File: config.mk
export PLATFORM = sky130hd
export DESIGN_NAME = sparse_coo_matrix_add
export DESIGN_NICKNAME = d
export VERILOG_FILES = /design/src/rtl/sca_pkg.sv /design/src/rtl/sca_store.sv /design/src/rtl/sca_merge.sv /design/src/rtl/sparse_coo_matrix_add.sv
export SDC_FILE = /design/constraint.sdc
export NUM_CORES = 2
export LEC_CHECK = 0
export BUFFER_PORTS_ARGS = -buffer_cell sky130_fd_sc_hd__buf_4
export CAP_MARGIN = 20
export CORE_UTILIZATION = 60
export DETAILED_ROUTE_END_ITERATION = 8
export GPL_TIMING_DRIVEN = 0
export PLACE_DENSITY = 0.76
export SKIP_LAST_GASP = 1
export SYNTH_ARGS = -nofsm -noshare
export SYNTH_HDL_FRONTEND = slang
export SYNTH_HIERARCHICAL = 1
export SYNTH_SLANG_ARGS = --single-unit
File: constraint.sdc
create_clock -name clk -period 8.9 [get_ports clk]
set_input_delay 0.445 -clock clk [delete_from_list [all_inputs] [get_ports clk]]
set_output_delay 0.445 -clock clk [all_outputs]
set_load 0.01 [all_outputs]
File: src/rtl/sca_pkg.sv
package sca_pkg;

    // operation codes of an input word
    localparam logic [1:0] OP_LOAD_A = 2'd0;
    localparam logic [1:0] OP_LOAD_B = 2'd1;
    localparam logic [1:0] OP_START  = 2'd2;

    // status codes of a result word
    localparam logic [1:0] ST_ENTRY    = 2'd0;
    localparam logic [1:0] ST_MISMATCH = 2'd1;
    localparam logic [1:0] ST_EMPTY    = 2'd2;
    localparam logic [1:0] ST_OVERFLOW = 2'd3;

    // register indexes of the configuration port
    localparam logic [1:0] REG_A_ROWS = 2'd0;
    localparam logic [1:0] REG_A_COLS = 2'd1;
    localparam logic [1:0] REG_B_ROWS = 2'd2;
    localparam logic [1:0] REG_B_COLS = 2'd3;

    // matrix dimensions held in the configuration registers
    typedef struct packed {
        logic [15:0] a_rows;
        logic [15:0] a_cols;
        logic [15:0] b_rows;
        logic [15:0] b_cols;
    } cfg_t;

endpackage

File: src/rtl/sca_store.sv
module sca_store #(
    parameter int DEPTH = 32,
    parameter int AW    = 5,
    parameter int DW    = 64
) (
    input  logic          clk,
    input  logic          we,
    input  logic [AW-1:0] waddr,
    input  logic [DW-1:0] wdata,
    input  logic [AW-1:0] raddr,
    output logic [DW-1:0] rdata
);

    logic [DW-1:0] mem [DEPTH];
    logic [DW-1:0] rdata_reg;

    // single write port, registered read port
    always_ff @(posedge clk)
    begin
        if (we)
        begin
            mem[waddr] <= wdata;
        end
        rdata_reg <= mem[raddr];
    end

    assign rdata = rdata_reg;

endmodule

File: src/rtl/sca_merge.sv
module sca_merge #(
    parameter int MAX_ENTRIES = 32,
    parameter int INDEX_BITS  = 16,
    parameter int AW          = 5,
    parameter int CW          = 6,
    parameter int DW          = 64
) (
    input  logic                clk,
    input  logic                rst_n,
    input  sca_pkg::cfg_t       cfg,
    input  logic                in_valid,
    output logic                in_ready,
    input  logic [1:0]          operation,
    input  logic [15:0]         row,
    input  logic [15:0]         col,
    input  logic signed [31:0]  value,
    output logic                a_we,
    output logic [AW-1:0]       a_waddr,
    output logic                b_we,
    output logic [AW-1:0]       b_waddr,
    output logic [DW-1:0]       wdata,
    output logic [AW-1:0]       a_raddr,
    output logic [AW-1:0]       b_raddr,
    input  logic [DW-1:0]       a_rdata,
    input  logic [DW-1:0]       b_rdata,
    output logic                out_valid,
    input  logic                out_ready,
    output logic [15:0]         out_row,
    output logic [15:0]         out_col,
    output logic signed [31:0]  out_value,
    output logic [1:0]          status,
    output logic                last
);
    import sca_pkg::*;

    localparam int PW = 2 * INDEX_BITS;

    localparam logic [1:0] S_IDLE  = 2'd0;
    localparam logic [1:0] S_START = 2'd1;
    localparam logic [1:0] S_MERGE = 2'd2;

    logic [1:0]        state_reg, state_next;
    logic [CW-1:0]     a_cnt_reg, a_cnt_next;
    logic [CW-1:0]     b_cnt_reg, b_cnt_next;
    logic [CW-1:0]     a_idx_reg, a_idx_next;
    logic [CW-1:0]     b_idx_reg, b_idx_next;
    logic              ovf_reg, ovf_next;
    logic              out_valid_reg, out_valid_next;
    logic [15:0]       out_row_reg, out_row_next;
    logic [15:0]       out_col_reg, out_col_next;
    logic [31:0]       out_value_reg, out_value_next;
    logic [1:0]        status_reg, status_next;
    logic              last_reg, last_next;

    logic              slot_free;
    logic              a_has, b_has, take_a, take_b, same_pos;
    logic [PW-1:0]     a_pos, b_pos;
    logic [31:0]       a_val, b_val;
    logic [CW-1:0]     a_idx_adv, b_idx_adv;
    logic [CW-1:0]     max_cnt;

    assign max_cnt = CW'(MAX_ENTRIES);

    // fields of the two words under the read pointers
    assign a_pos = a_rdata[DW-1 -: PW];
    assign b_pos = b_rdata[DW-1 -: PW];
    assign a_val = a_rdata[31:0];
    assign b_val = b_rdata[31:0];

    // merge decision: smaller position goes first, equal positions are summed
    assign a_has    = a_idx_reg < a_cnt_reg;
    assign b_has    = b_idx_reg < b_cnt_reg;
    assign same_pos = a_has && b_has && (a_pos == b_pos);
    assign take_a   = a_has && (!b_has || (a_pos < b_pos) || same_pos);
    assign take_b   = b_has && (!a_has || (a_pos > b_pos) || same_pos);
    assign a_idx_adv = take_a ? a_idx_reg + 1'b1 : a_idx_reg;
    assign b_idx_adv = take_b ? b_idx_reg + 1'b1 : b_idx_reg;

    assign slot_free = !out_valid_reg || out_ready;
    assign in_ready  = (state_reg == S_IDLE);

    // load word packing and store write ports
    assign wdata   = {row[INDEX_BITS-1:0], col[INDEX_BITS-1:0], 32'(value)};
    assign a_waddr = a_cnt_reg[AW-1:0];
    assign b_waddr = b_cnt_reg[AW-1:0];

    // read pointers take the next index so read data lines up with the index
    assign a_raddr = a_idx_next[AW-1:0];
    assign b_raddr = b_idx_next[AW-1:0];

    // control sequencer
    always_comb
    begin
        state_next     = state_reg;
        a_cnt_next     = a_cnt_reg;
        b_cnt_next     = b_cnt_reg;
        a_idx_next     = a_idx_reg;
        b_idx_next     = b_idx_reg;
        ovf_next       = ovf_reg;
        out_valid_next = out_valid_reg && !out_ready;
        out_row_next   = out_row_reg;
        out_col_next   = out_col_reg;
        out_value_next = out_value_reg;
        status_next    = status_reg;
        last_next      = last_reg;
        a_we           = 1'b0;
        b_we           = 1'b0;

        case (state_reg)
            S_IDLE:
            begin
                a_idx_next = '0;
                b_idx_next = '0;
                if (in_valid)
                begin
                    case (operation)
                        OP_LOAD_A:
                        begin
                            if (a_cnt_reg < max_cnt)
                            begin
                                a_we       = 1'b1;
                                a_cnt_next = a_cnt_reg + 1'b1;
                            end
                            else
                            begin
                                ovf_next = 1'b1;
                            end
                        end
                        OP_LOAD_B:
                        begin
                            if (b_cnt_reg < max_cnt)
                            begin
                                b_we       = 1'b1;
                                b_cnt_next = b_cnt_reg + 1'b1;
                            end
                            else
                            begin
                                ovf_next = 1'b1;
                            end
                        end
                        OP_START:
                        begin
                            state_next = S_START;
                        end
                        default:
                        begin
                        end
                    endcase
                end
            end
            S_START:
            begin
                a_idx_next = '0;
                b_idx_next = '0;
                if (slot_free)
                begin
                    if ((cfg.a_rows != cfg.b_rows) || (cfg.a_cols != cfg.b_cols) || ovf_reg
                        || ((a_cnt_reg == '0) && (b_cnt_reg == '0)))
                    begin
                        out_valid_next = 1'b1;
                        out_row_next   = '0;
                        out_col_next   = '0;
                        out_value_next = '0;
                        last_next      = 1'b1;
                        if ((cfg.a_rows != cfg.b_rows) || (cfg.a_cols != cfg.b_cols))
                        begin
                            status_next = ST_MISMATCH;
                        end
                        else if (ovf_reg)
                        begin
                            status_next = ST_OVERFLOW;
                        end
                        else
                        begin
                            status_next = ST_EMPTY;
                        end
                        a_cnt_next = '0;
                        b_cnt_next = '0;
                        ovf_next   = 1'b0;
                        state_next = S_IDLE;
                    end
                    else
                    begin
                        state_next = S_MERGE;
                    end
                end
            end
            S_MERGE:
            begin
                if (slot_free)
                begin
                    out_valid_next = 1'b1;
                    status_next    = ST_ENTRY;
                    if (take_a)
                    begin
                        out_row_next = 16'(a_pos[PW-1 -: INDEX_BITS]);
                        out_col_next = 16'(a_pos[INDEX_BITS-1:0]);
                    end
                    else
                    begin
                        out_row_next = 16'(b_pos[PW-1 -: INDEX_BITS]);
                        out_col_next = 16'(b_pos[INDEX_BITS-1:0]);
                    end
                    if (same_pos)
                    begin
                        out_value_next = a_val + b_val;
                    end
                    else if (take_a)
                    begin
                        out_value_next = a_val;
                    end
                    else
                    begin
                        out_value_next = b_val;
                    end
                    a_idx_next = a_idx_adv;
                    b_idx_next = b_idx_adv;
                    last_next  = (a_idx_adv >= a_cnt_reg) && (b_idx_adv >= b_cnt_reg);
                    if (last_next)
                    begin
                        a_cnt_next = '0;
                        b_cnt_next = '0;
                        ovf_next   = 1'b0;
                        state_next = S_IDLE;
                    end
                end
            end
            default:
            begin
                state_next = S_IDLE;
            end
        endcase
    end

    // control registers
    always_ff @(posedge clk or negedge rst_n)
    begin
        if (!rst_n)
        begin
            state_reg     <= S_IDLE;
            a_cnt_reg     <= '0;
            b_cnt_reg     <= '0;
            a_idx_reg     <= '0;
            b_idx_reg     <= '0;
            ovf_reg       <= 1'b0;
            out_valid_reg <= 1'b0;
        end
        else
        begin
            state_reg     <= state_next;
            a_cnt_reg     <= a_cnt_next;
            b_cnt_reg     <= b_cnt_next;
            a_idx_reg     <= a_idx_next;
            b_idx_reg     <= b_idx_next;
            ovf_reg       <= ovf_next;
            out_valid_reg <= out_valid_next;
        end
    end

    // result word register
    always_ff @(posedge clk)
    begin
        out_row_reg   <= out_row_next;
        out_col_reg   <= out_col_next;
        out_value_reg <= out_value_next;
        status_reg    <= status_next;
        last_reg      <= last_next;
    end

    assign out_valid = out_valid_reg;
    assign out_row   = out_row_reg;
    assign out_col   = out_col_reg;
    assign out_value = signed'(out_value_reg);
    assign status    = status_reg;
    assign last      = last_reg;

endmodule

File: src/rtl/sparse_coo_matrix_add.sv
// Sparse matrix adder in coordinate form. Input words with operation 0 or 1 append a
// (row, col, value) entry to store A or B, one word per cycle while idle; entries beyond
// MAX_ENTRIES are dropped and flagged. A start word (operation 2) checks the
// dimensions in the APB registers, then the stored overflow flag, then for two empty
// stores, each giving a single status word; otherwise it walks both stores in step,
// merging by (row, col) and summing equal positions with 32-bit wrap. Both stores
// are simple dual-port synchronous RAMs read at the next index value, so the merge
// emits one result word per cycle while out_ready stays high; a start first passes
// a check state before the merge. The final word of each start carries last, and
// both stores and the overflow flag are then empty again. New words are taken only
// while no start is in progress; loads are still taken while a result word waits.
module sparse_coo_matrix_add #(
    parameter int MAX_ENTRIES = 32,
    parameter int INDEX_BITS  = 16
) (
    input  logic               clk,
    input  logic               rst_n,
    input  logic               psel,
    input  logic               penable,
    input  logic               pwrite,
    input  logic [3:0]         paddr,
    input  logic [31:0]        pwdata,
    output logic [31:0]        prdata,
    output logic               pready,
    input  logic               in_valid,
    output logic               in_ready,
    input  logic [1:0]         operation,
    input  logic [15:0]        row,
    input  logic [15:0]        col,
    input  logic signed [31:0] value,
    output logic               out_valid,
    input  logic               out_ready,
    output logic [15:0]        out_row,
    output logic [15:0]        out_col,
    output logic signed [31:0] out_value,
    output logic [1:0]         status,
    output logic               last
);
    import sca_pkg::*;

    localparam int AW = (MAX_ENTRIES > 1) ? $clog2(MAX_ENTRIES) : 1;
    localparam int CW = $clog2(MAX_ENTRIES + 1);
    localparam int DW = 2 * INDEX_BITS + 32;

    cfg_t          cfg_reg;
    logic          a_we, b_we;
    logic [AW-1:0] a_waddr, b_waddr, a_raddr, b_raddr;
    logic [DW-1:0] wdata, a_rdata, b_rdata;

    // configuration register writes
    always_ff @(posedge clk or negedge rst_n)
    begin
        if (!rst_n)
        begin
            cfg_reg <= '0;
        end
        else if (psel && penable && pwrite)
        begin
            case (paddr[3:2])
                REG_A_ROWS: cfg_reg.a_rows <= pwdata[15:0];
                REG_A_COLS: cfg_reg.a_cols <= pwdata[15:0];
                REG_B_ROWS: cfg_reg.b_rows <= pwdata[15:0];
                REG_B_COLS: cfg_reg.b_cols <= pwdata[15:0];
                default:
                begin
                end
            endcase
        end
    end

    // configuration register reads
    always_comb
    begin
        case (paddr[3:2])
            REG_A_ROWS: prdata = 32'(cfg_reg.a_rows);
            REG_A_COLS: prdata = 32'(cfg_reg.a_cols);
            REG_B_ROWS: prdata = 32'(cfg_reg.b_rows);
            REG_B_COLS: prdata = 32'(cfg_reg.b_cols);
            default:    prdata = '0;
        endcase
    end

    assign pready = 1'b1;

    sca_store #(
        .DEPTH (MAX_ENTRIES),
        .AW    (AW),
        .DW    (DW)
    ) u_a_store (
        .clk   (clk),
        .we    (a_we),
        .waddr (a_waddr),
        .wdata (wdata),
        .raddr (a_raddr),
        .rdata (a_rdata)
    );

    sca_store #(
        .DEPTH (MAX_ENTRIES),
        .AW    (AW),
        .DW    (DW)
    ) u_b_store (
        .clk   (clk),
        .we    (b_we),
        .waddr (b_waddr),
        .wdata (wdata),
        .raddr (b_raddr),
        .rdata (b_rdata)
    );

    sca_merge #(
        .MAX_ENTRIES (MAX_ENTRIES),
        .INDEX_BITS  (INDEX_BITS),
        .AW          (AW),
        .CW          (CW),
        .DW          (DW)
    ) u_merge (
        .clk       (clk),
        .rst_n     (rst_n),
        .cfg       (cfg_reg),
        .in_valid  (in_valid),
        .in_ready  (in_ready),
        .operation (operation),
        .row       (row),
        .col       (col),
        .value     (value),
        .a_we      (a_we),
        .a_waddr   (a_waddr),
        .b_we      (b_we),
        .b_waddr   (b_waddr),
        .wdata     (wdata),
        .a_raddr   (a_raddr),
        .b_raddr   (b_raddr),
        .a_rdata   (a_rdata),
        .b_rdata   (b_rdata),
        .out_valid (out_valid),
        .out_ready (out_ready),
        .out_row   (out_row),
        .out_col   (out_col),
        .out_value (out_value),
        .status    (status),
        .last      (last)
    );

endmodule
After elaboration in Yosys (flattened, before gate mapping). Memory sizes are Yosys's and may differ from the RTL's. A register that Yosys moved wholly into a read port is not among the register bits. Cells that the tools add are included.

Bits in registers: 159. Memory bits (writable): 4096. Input bits: 109. Output and inout bits: 102. Word-level logic and storage cells: 171. Memories: 2.

Memories: u_a_store.mem (depth 32, bits a word 64, rd ports 1, clocked after memory_dff 1, write ports 1, line sca_store.sv:14) `logic [DW-1:0] mem [DEPTH];`; u_b_store.mem (depth 32, bits a word 64, rd ports 1, clocked after memory_dff 1, write ports 1, line sca_store.sv:14).

$add $sub $neg: 5. Magnitude comparators: 8. Equality and inequality tests: 23. Muxes and demuxes: 75. Reductions and logical operators: 40.

Operators by type and width (count): 32-bit 2-to-1 mux (5); 32-bit case mux with 4 select lines (1); 16-bit 2-to-1 mux (6); 6-bit 2-to-1 mux (14); 16-bit case mux with 2 select lines (2); 32-bit case mux with 2 select lines (1); 6-bit case mux with 3 select lines (2); 32-bit adder (1); 32-bit == test (1); 32-bit > comparator (1); 32-bit less-than comparator (1); 16-bit != test (2); 1-bit 2-to-1 mux (26); 6-bit by 1-bit adder with 6-bit output (second input constant) (4); 6-bit case mux with 2 select lines (2); 2-bit 2-to-1 mux (10); 2-bit by 1-bit != test with 1-bit output (second input constant) (9); 8-bit AND reduction (2); 6-bit >= comparator (2); 6-bit zero test (2); 6-bit less-than comparator (2); 6-bit less-than comparator (second input constant) (2); 2-bit AND reduction (5); 1-bit logical AND (9); 18 further kinds (39).

Logic depth before layout (Yosys ltp).
Depth after elaboration: 11. Gate-level depth with buffers: 21.

Cells and area by module. Netlist, hierarchy kept.

Modules (own cells, without submodules): sca_store at u_b_store (instances 1, cells an instance 3097, area each 78968.2 um^2, sequential area each 62780.2 um^2); sca_store at u_a_store (instances 1, cells an instance 3097, area each 78965.7 um^2, sequential area each 62780.2 um^2); sca_merge (instances 1, cells an instance 1000, area each 9036.2 um^2, sequential area each 2712.6 um^2); sparse_coo_matrix_add (instances 1, cells an instance 180, area each 3005.4 um^2, sequential area each 1601.5 um^2).

Worst setup path after synthesis. Ideal clock, no wire load.

Kind: reg2reg. Start: register u_merge.a_cnt_reg[1]. End: register u_merge.last_reg, in the netlist u_merge/last (enable). Library setup time: 592 ps. Arrival time: 6159 ps. Required time: 8308 ps. Path slack: 2149 ps. Cell stages (with the launch flop): 8. Clock period less this slack: 6751 ps. Cells stage by stage: dfrtp_1 inv_1 ha_1 nor4b_1 a41oi_1 nand2_1 inv_1 a211oi_1.

Cells in the longest elaborated chain, start to end: 5.

RTL lines: from (decl) (line sca_merge.sv:43) `logic [CW-1:0] a_cnt_reg, a_cnt_next;`; from (signal assigned) (line sca_merge.sv:251) `a_cnt_reg <= a_cnt_next;`; 6-bit zero test (line sca_merge.sv:158) `|| ((a_cnt_reg == '0) && (b_cnt_reg == '0)))`; 1-bit logical AND (line sca_merge.sv:158); 1-bit logical OR (line sca_merge.sv:158); 2-bit by 1-bit != test with 1-bit output (no line); 4-bit AND reduction (no line); to (signal assigned) (line sca_merge.sv:267) `last_reg <= last_next;`; to (decl) (line sca_merge.sv:53) `logic last_reg, last_next;`.

No other way between the ends. A chain may end at the register's enable or synchronous reset.

Worst setup path in the final report.
Start: register u_b_store.rdata_reg[61], in the netlist u_b_store/rdata[61] (read register of u_b_store.mem). End: register u_a_store.rdata_reg[52], in the netlist u_a_store/rdata[52] (read register of u_a_store.mem).

Cells in the longest elaborated chain, start to end: 7. Elaborated cells on any way between the ends: 9. Those cells by class: order compare: 1; eq/ne: 1; mux: 3; reduce/logical: 4.

RTL lines: from (decl) (line sca_store.sv:15) `logic [DW-1:0] rdata_reg;`; 32-bit less-than comparator / 32-bit == test (equally long branches) (line sca_merge.sv:74, sca_merge.sv:73); 1-bit logical OR / 1-bit logical AND (equally long branches) (line sca_merge.sv:74, sca_merge.sv:73); 1-bit logical OR * (line sca_merge.sv:74) `assign take_a = a_has && (!b_has || (a_pos < b_pos) || same_pos);`; 1-bit logical AND * (line sca_merge.sv:74); 6-bit 2-to-1 mux * (line sca_merge.sv:76) `assign a_idx_adv = take_a ? a_idx_reg + 1'b1 : a_idx_reg;`; 6-bit 2-to-1 mux * (line sca_merge.sv:190) `if (slot_free)`; 6-bit case mux with 2 select lines * (line sca_merge.sv:109) `case (state_reg)`; via u_merge.a_idx_next[3] (line sca_merge.sv:45) `logic [CW-1:0] a_idx_reg, a_idx_next;`; to (decl) (line sca_store.sv:15).

Mark *: on every way through the listed nets, which the timed path passes. The rest lies on a longest branch. The select of a mux whose other input is x is not followed.

==> metrics.cfg <==
[outcome]
outcome=finished clean

[logic_synthesis]
synth-edff-count=4163
yosysWarnings=6
synth_ff_type=edfxtp_1
synth_seq_area_share=0.764
synthArstFlopShare=0.0210
ys_ff_latch=4383
avgSynthCellArea_um2=23.1
yosysMostFrequentCell=edfxtp_1
synth_top_area_cell=edfxtp_1
ys_types=81
yosys-top-cells-area=edfxtp_1, mux4_2, dfxtp_1
synthTopCellsByCount=edfxtp_1, mux4_2, mux2_2
synth_cells=7374
syn_area_um2=170000
synth_top_area_share=0.735

[setup_path]
critical_path_class=reg -> reg
worst_path_max_delay_cell=a221oi_1
cp.buffers_inverters=6
start_kind=flip-flop
required_ps=9640
path_max_fanout=10
critical-path-max-stage-delay_ps=1100
cp_top_family=simple AND/OR/NAND/NOR gates
cp_cell_sequence=inv_1 -> ha_1 -> and4_1 -> nand2_1 -> nor2_1 -> nand3_1 -> a21oi_1 -> nor2_4 -> buf_6 -> nor3_1 -> mux2i_1 -> o21ai_1 -> buf_4 -> buf_2 -> buf_2 -> clkbuf_1 -> nor2_1 -> a221oi_1
cp-end-kind=flip-flop
worstPathArrival_ps=8800

[sta]
rsz0062_at_grt=no
setup_violations=0
slew_headroom=0.0795
hold_viol=0
min_period_over_period=0.906
layout_min_cycle_time_ps=8060
fin_skew_ps=48.0
setup_tns_ps=0
maxSlewViolCount=0
worstMarginPinSlew_ps=1380
timing.final.ws_setup_ps=840
fmax_ghz=0.124

[final_layout]
top_regs=u_a_store/mem: 2048 flops, u_b_store/mem: 2048 flops
fillers=16000
areaGrowthSynthToFinish_pct=15.2
layout.nets=8432
layout-drive-gt1-share=0.329

[route]
drt_iter0_drc=15200
drc_errors=0
firstDrtPassIters=6
antenna_left=0
vias=88200
wl_um=502000
via_per_inst=7.14
wl_per_cell_um=40.6

[power_and_ir_drop]
power.total_w=0.0440
p_leak_nw=61.4
ir_worst_vdd_uv=179
cellPowerDensity_nw_per_um2=225

[clocking]
clock-sinks=4383
cts_buffer_depth=4
post_cts_buffers=0
numCtsBuffers=423
h-tree-depth=5
hold_buffers=44
insertion_delay_ps=970
cts_tree=yes
root_buffer=clkbuf_16
cts_resized=0
path_clk_slew_ps=60

[die]
coreArea_um2=282000
die_w_um=534
die_area_um2=285000
die_y_um=534
io_pins=211
rows=195
start_util=0.603

[global_route]
grt_pass1_vias=87800
gr-usage-all-layers=0.354
overflow=0
antenna_found_initial=31
grt_max_degree=65
grt_pass1_wl_um=688000

[job]
drv_cap=0

[place]
dp_hpwl_um=317000
gp_congestion=0.875
place_ws_ps=1530
port_buffers=109

[hold_path]
hp-class=in -> reg

## per-layer routing
metal  GRT usage  wire length (µm)  up-vias  share of wire
met5           0               240        -        0.00048
met4       0.203             34400       38          0.069
met3      0.0856             68700     1436           0.14
met2       0.535            228000     7782           0.45
met1       0.478            170000    46000           0.34
li1            -                 -    32900              -
## worst register-to-register path, cell delays in order (launching register included)
cell,delay [ps]
dfxtp_1,330
inv_1,60
ha_1,380
and4_1,260
nand2_1,120
nor2_1,710
nand3_1,640
a21oi_1,600
nor2_4,210
buf_6,260
nor3_1,240
mux2i_1,120
o21ai_1,180
buf_4,190
buf_2,230
buf_2,680
clkbuf_1,990
nor2_1,560
a221oi_1,1110
## where the power goes
group          internal [W]  total (W)  switching [W]
Clock                0.0105     0.0183        0.00787
Sequential           0.0230     0.0233       0.000306
Combinational      0.000865    0.00241        0.00154
## metrics by stage
step                      hold WS (ps)  instances  cell area (µm²)   util
after CTS                         1.02      12300           196000  0.694
after detailed placement           466      11500           181000  0.642
after global routing              40.7      12300           196000  0.694
after global placement             516      11200           176000  0.622
final                             31.7      12400           196000  0.694
after floorplan                    149       7389           170000      -
## layout make-up
| cell class | count | area [µm²] | share of cell area |
|---|---|---|---|
| tap | 3743 | 4680 | 0.0239 |
| clock buffer | 523 | 11300 | 0.0575 |
| antenna | 19 | 47.5 | 0.000243 |
| clock inverter | 272 | 2920 | 0.0149 |
| inverter | 65 | 244 | 0.00125 |
| sequential | 4383 | 130000 | 0.663 |
| multi-input combinational | 2489 | 38000 | 0.194 |
| buffer | 452 | 2480 | 0.0126 |
| timing repair buffer | 413 | 6390 | 0.0326 |
## cells in the final DEF, fill, tap and decap left out, types with 22 or more instances in the layout
cell type / netlist / routed
a211oi_1: 39 / 38
a21oi_1: 54 / 54
buf_1: 27 / 26
buf_12: 1 / 180
buf_16: 0 / 36
buf_2: 128 / 129
buf_4: 140 / 261
buf_8: 0 / 27
bufinv_16: 0 / 49
clkbuf_1: 146 / 219
clkbuf_16: 0 / 428
clkinv_1: 0 / 75
clkinv_2: 0 / 94
clkinvlp_4: 0 / 22
dfrtp_1: 92 / 92
dfxtp_1: 128 / 128
dlygate4sd3_1: 0 / 43
edfxtp_1: 4163 / 4163
ha_1: 95 / 95
inv_1: 61 / 61
mux2_2: 210 / 210
mux2i_1: 138 / 138
mux4_2: 1215 / 1215
nand2_1: 56 / 56
nand3_1: 25 / 25
nor2_1: 180 / 116
nor2_4: 1 / 65
o21ai_0: 73 / 73
o22ai_1: 22 / 22
xor2_1: 45 / 45
## path summary, 6_finish.rpt
check	start	endpoint	slack (ps)	depth (start not counted)
max	u_b_store/rdata[61]	u_a_store/rdata[52]	840	18
min	value[24]	u_a_store/mem[17][24]	30	1
min reg2reg	cfg_reg[22]	cfg_reg[22]	540	1
max reg2reg	u_b_store/rdata[61]	u_a_store/rdata[52]	840	18
min in group asynchronous	rst_n	cfg_reg[39]	580	4
max in group asynchronous	rst_n	u_merge/b_idx_reg[5]	8000	4
## cell families (layout without fill, tap and decap cells)
logic type | count (synthesis) | in the layout | synth area share
mux | 1578 | 1578 | 0.185
xor+xnor | 65 | 65 | 0.00335
other cells | 2 | 36 | 0.0000442
simple gates | 398 | 398 | 0.0112
fa+ha+maj | 96 | 96 | 0.00711
flops | 4383 | 4383 | 0.764
buf+inv | 517 | 1725 | 0.0160
compound gates | 335 | 335 | 0.0136
(Power assumes the default switching activity.)
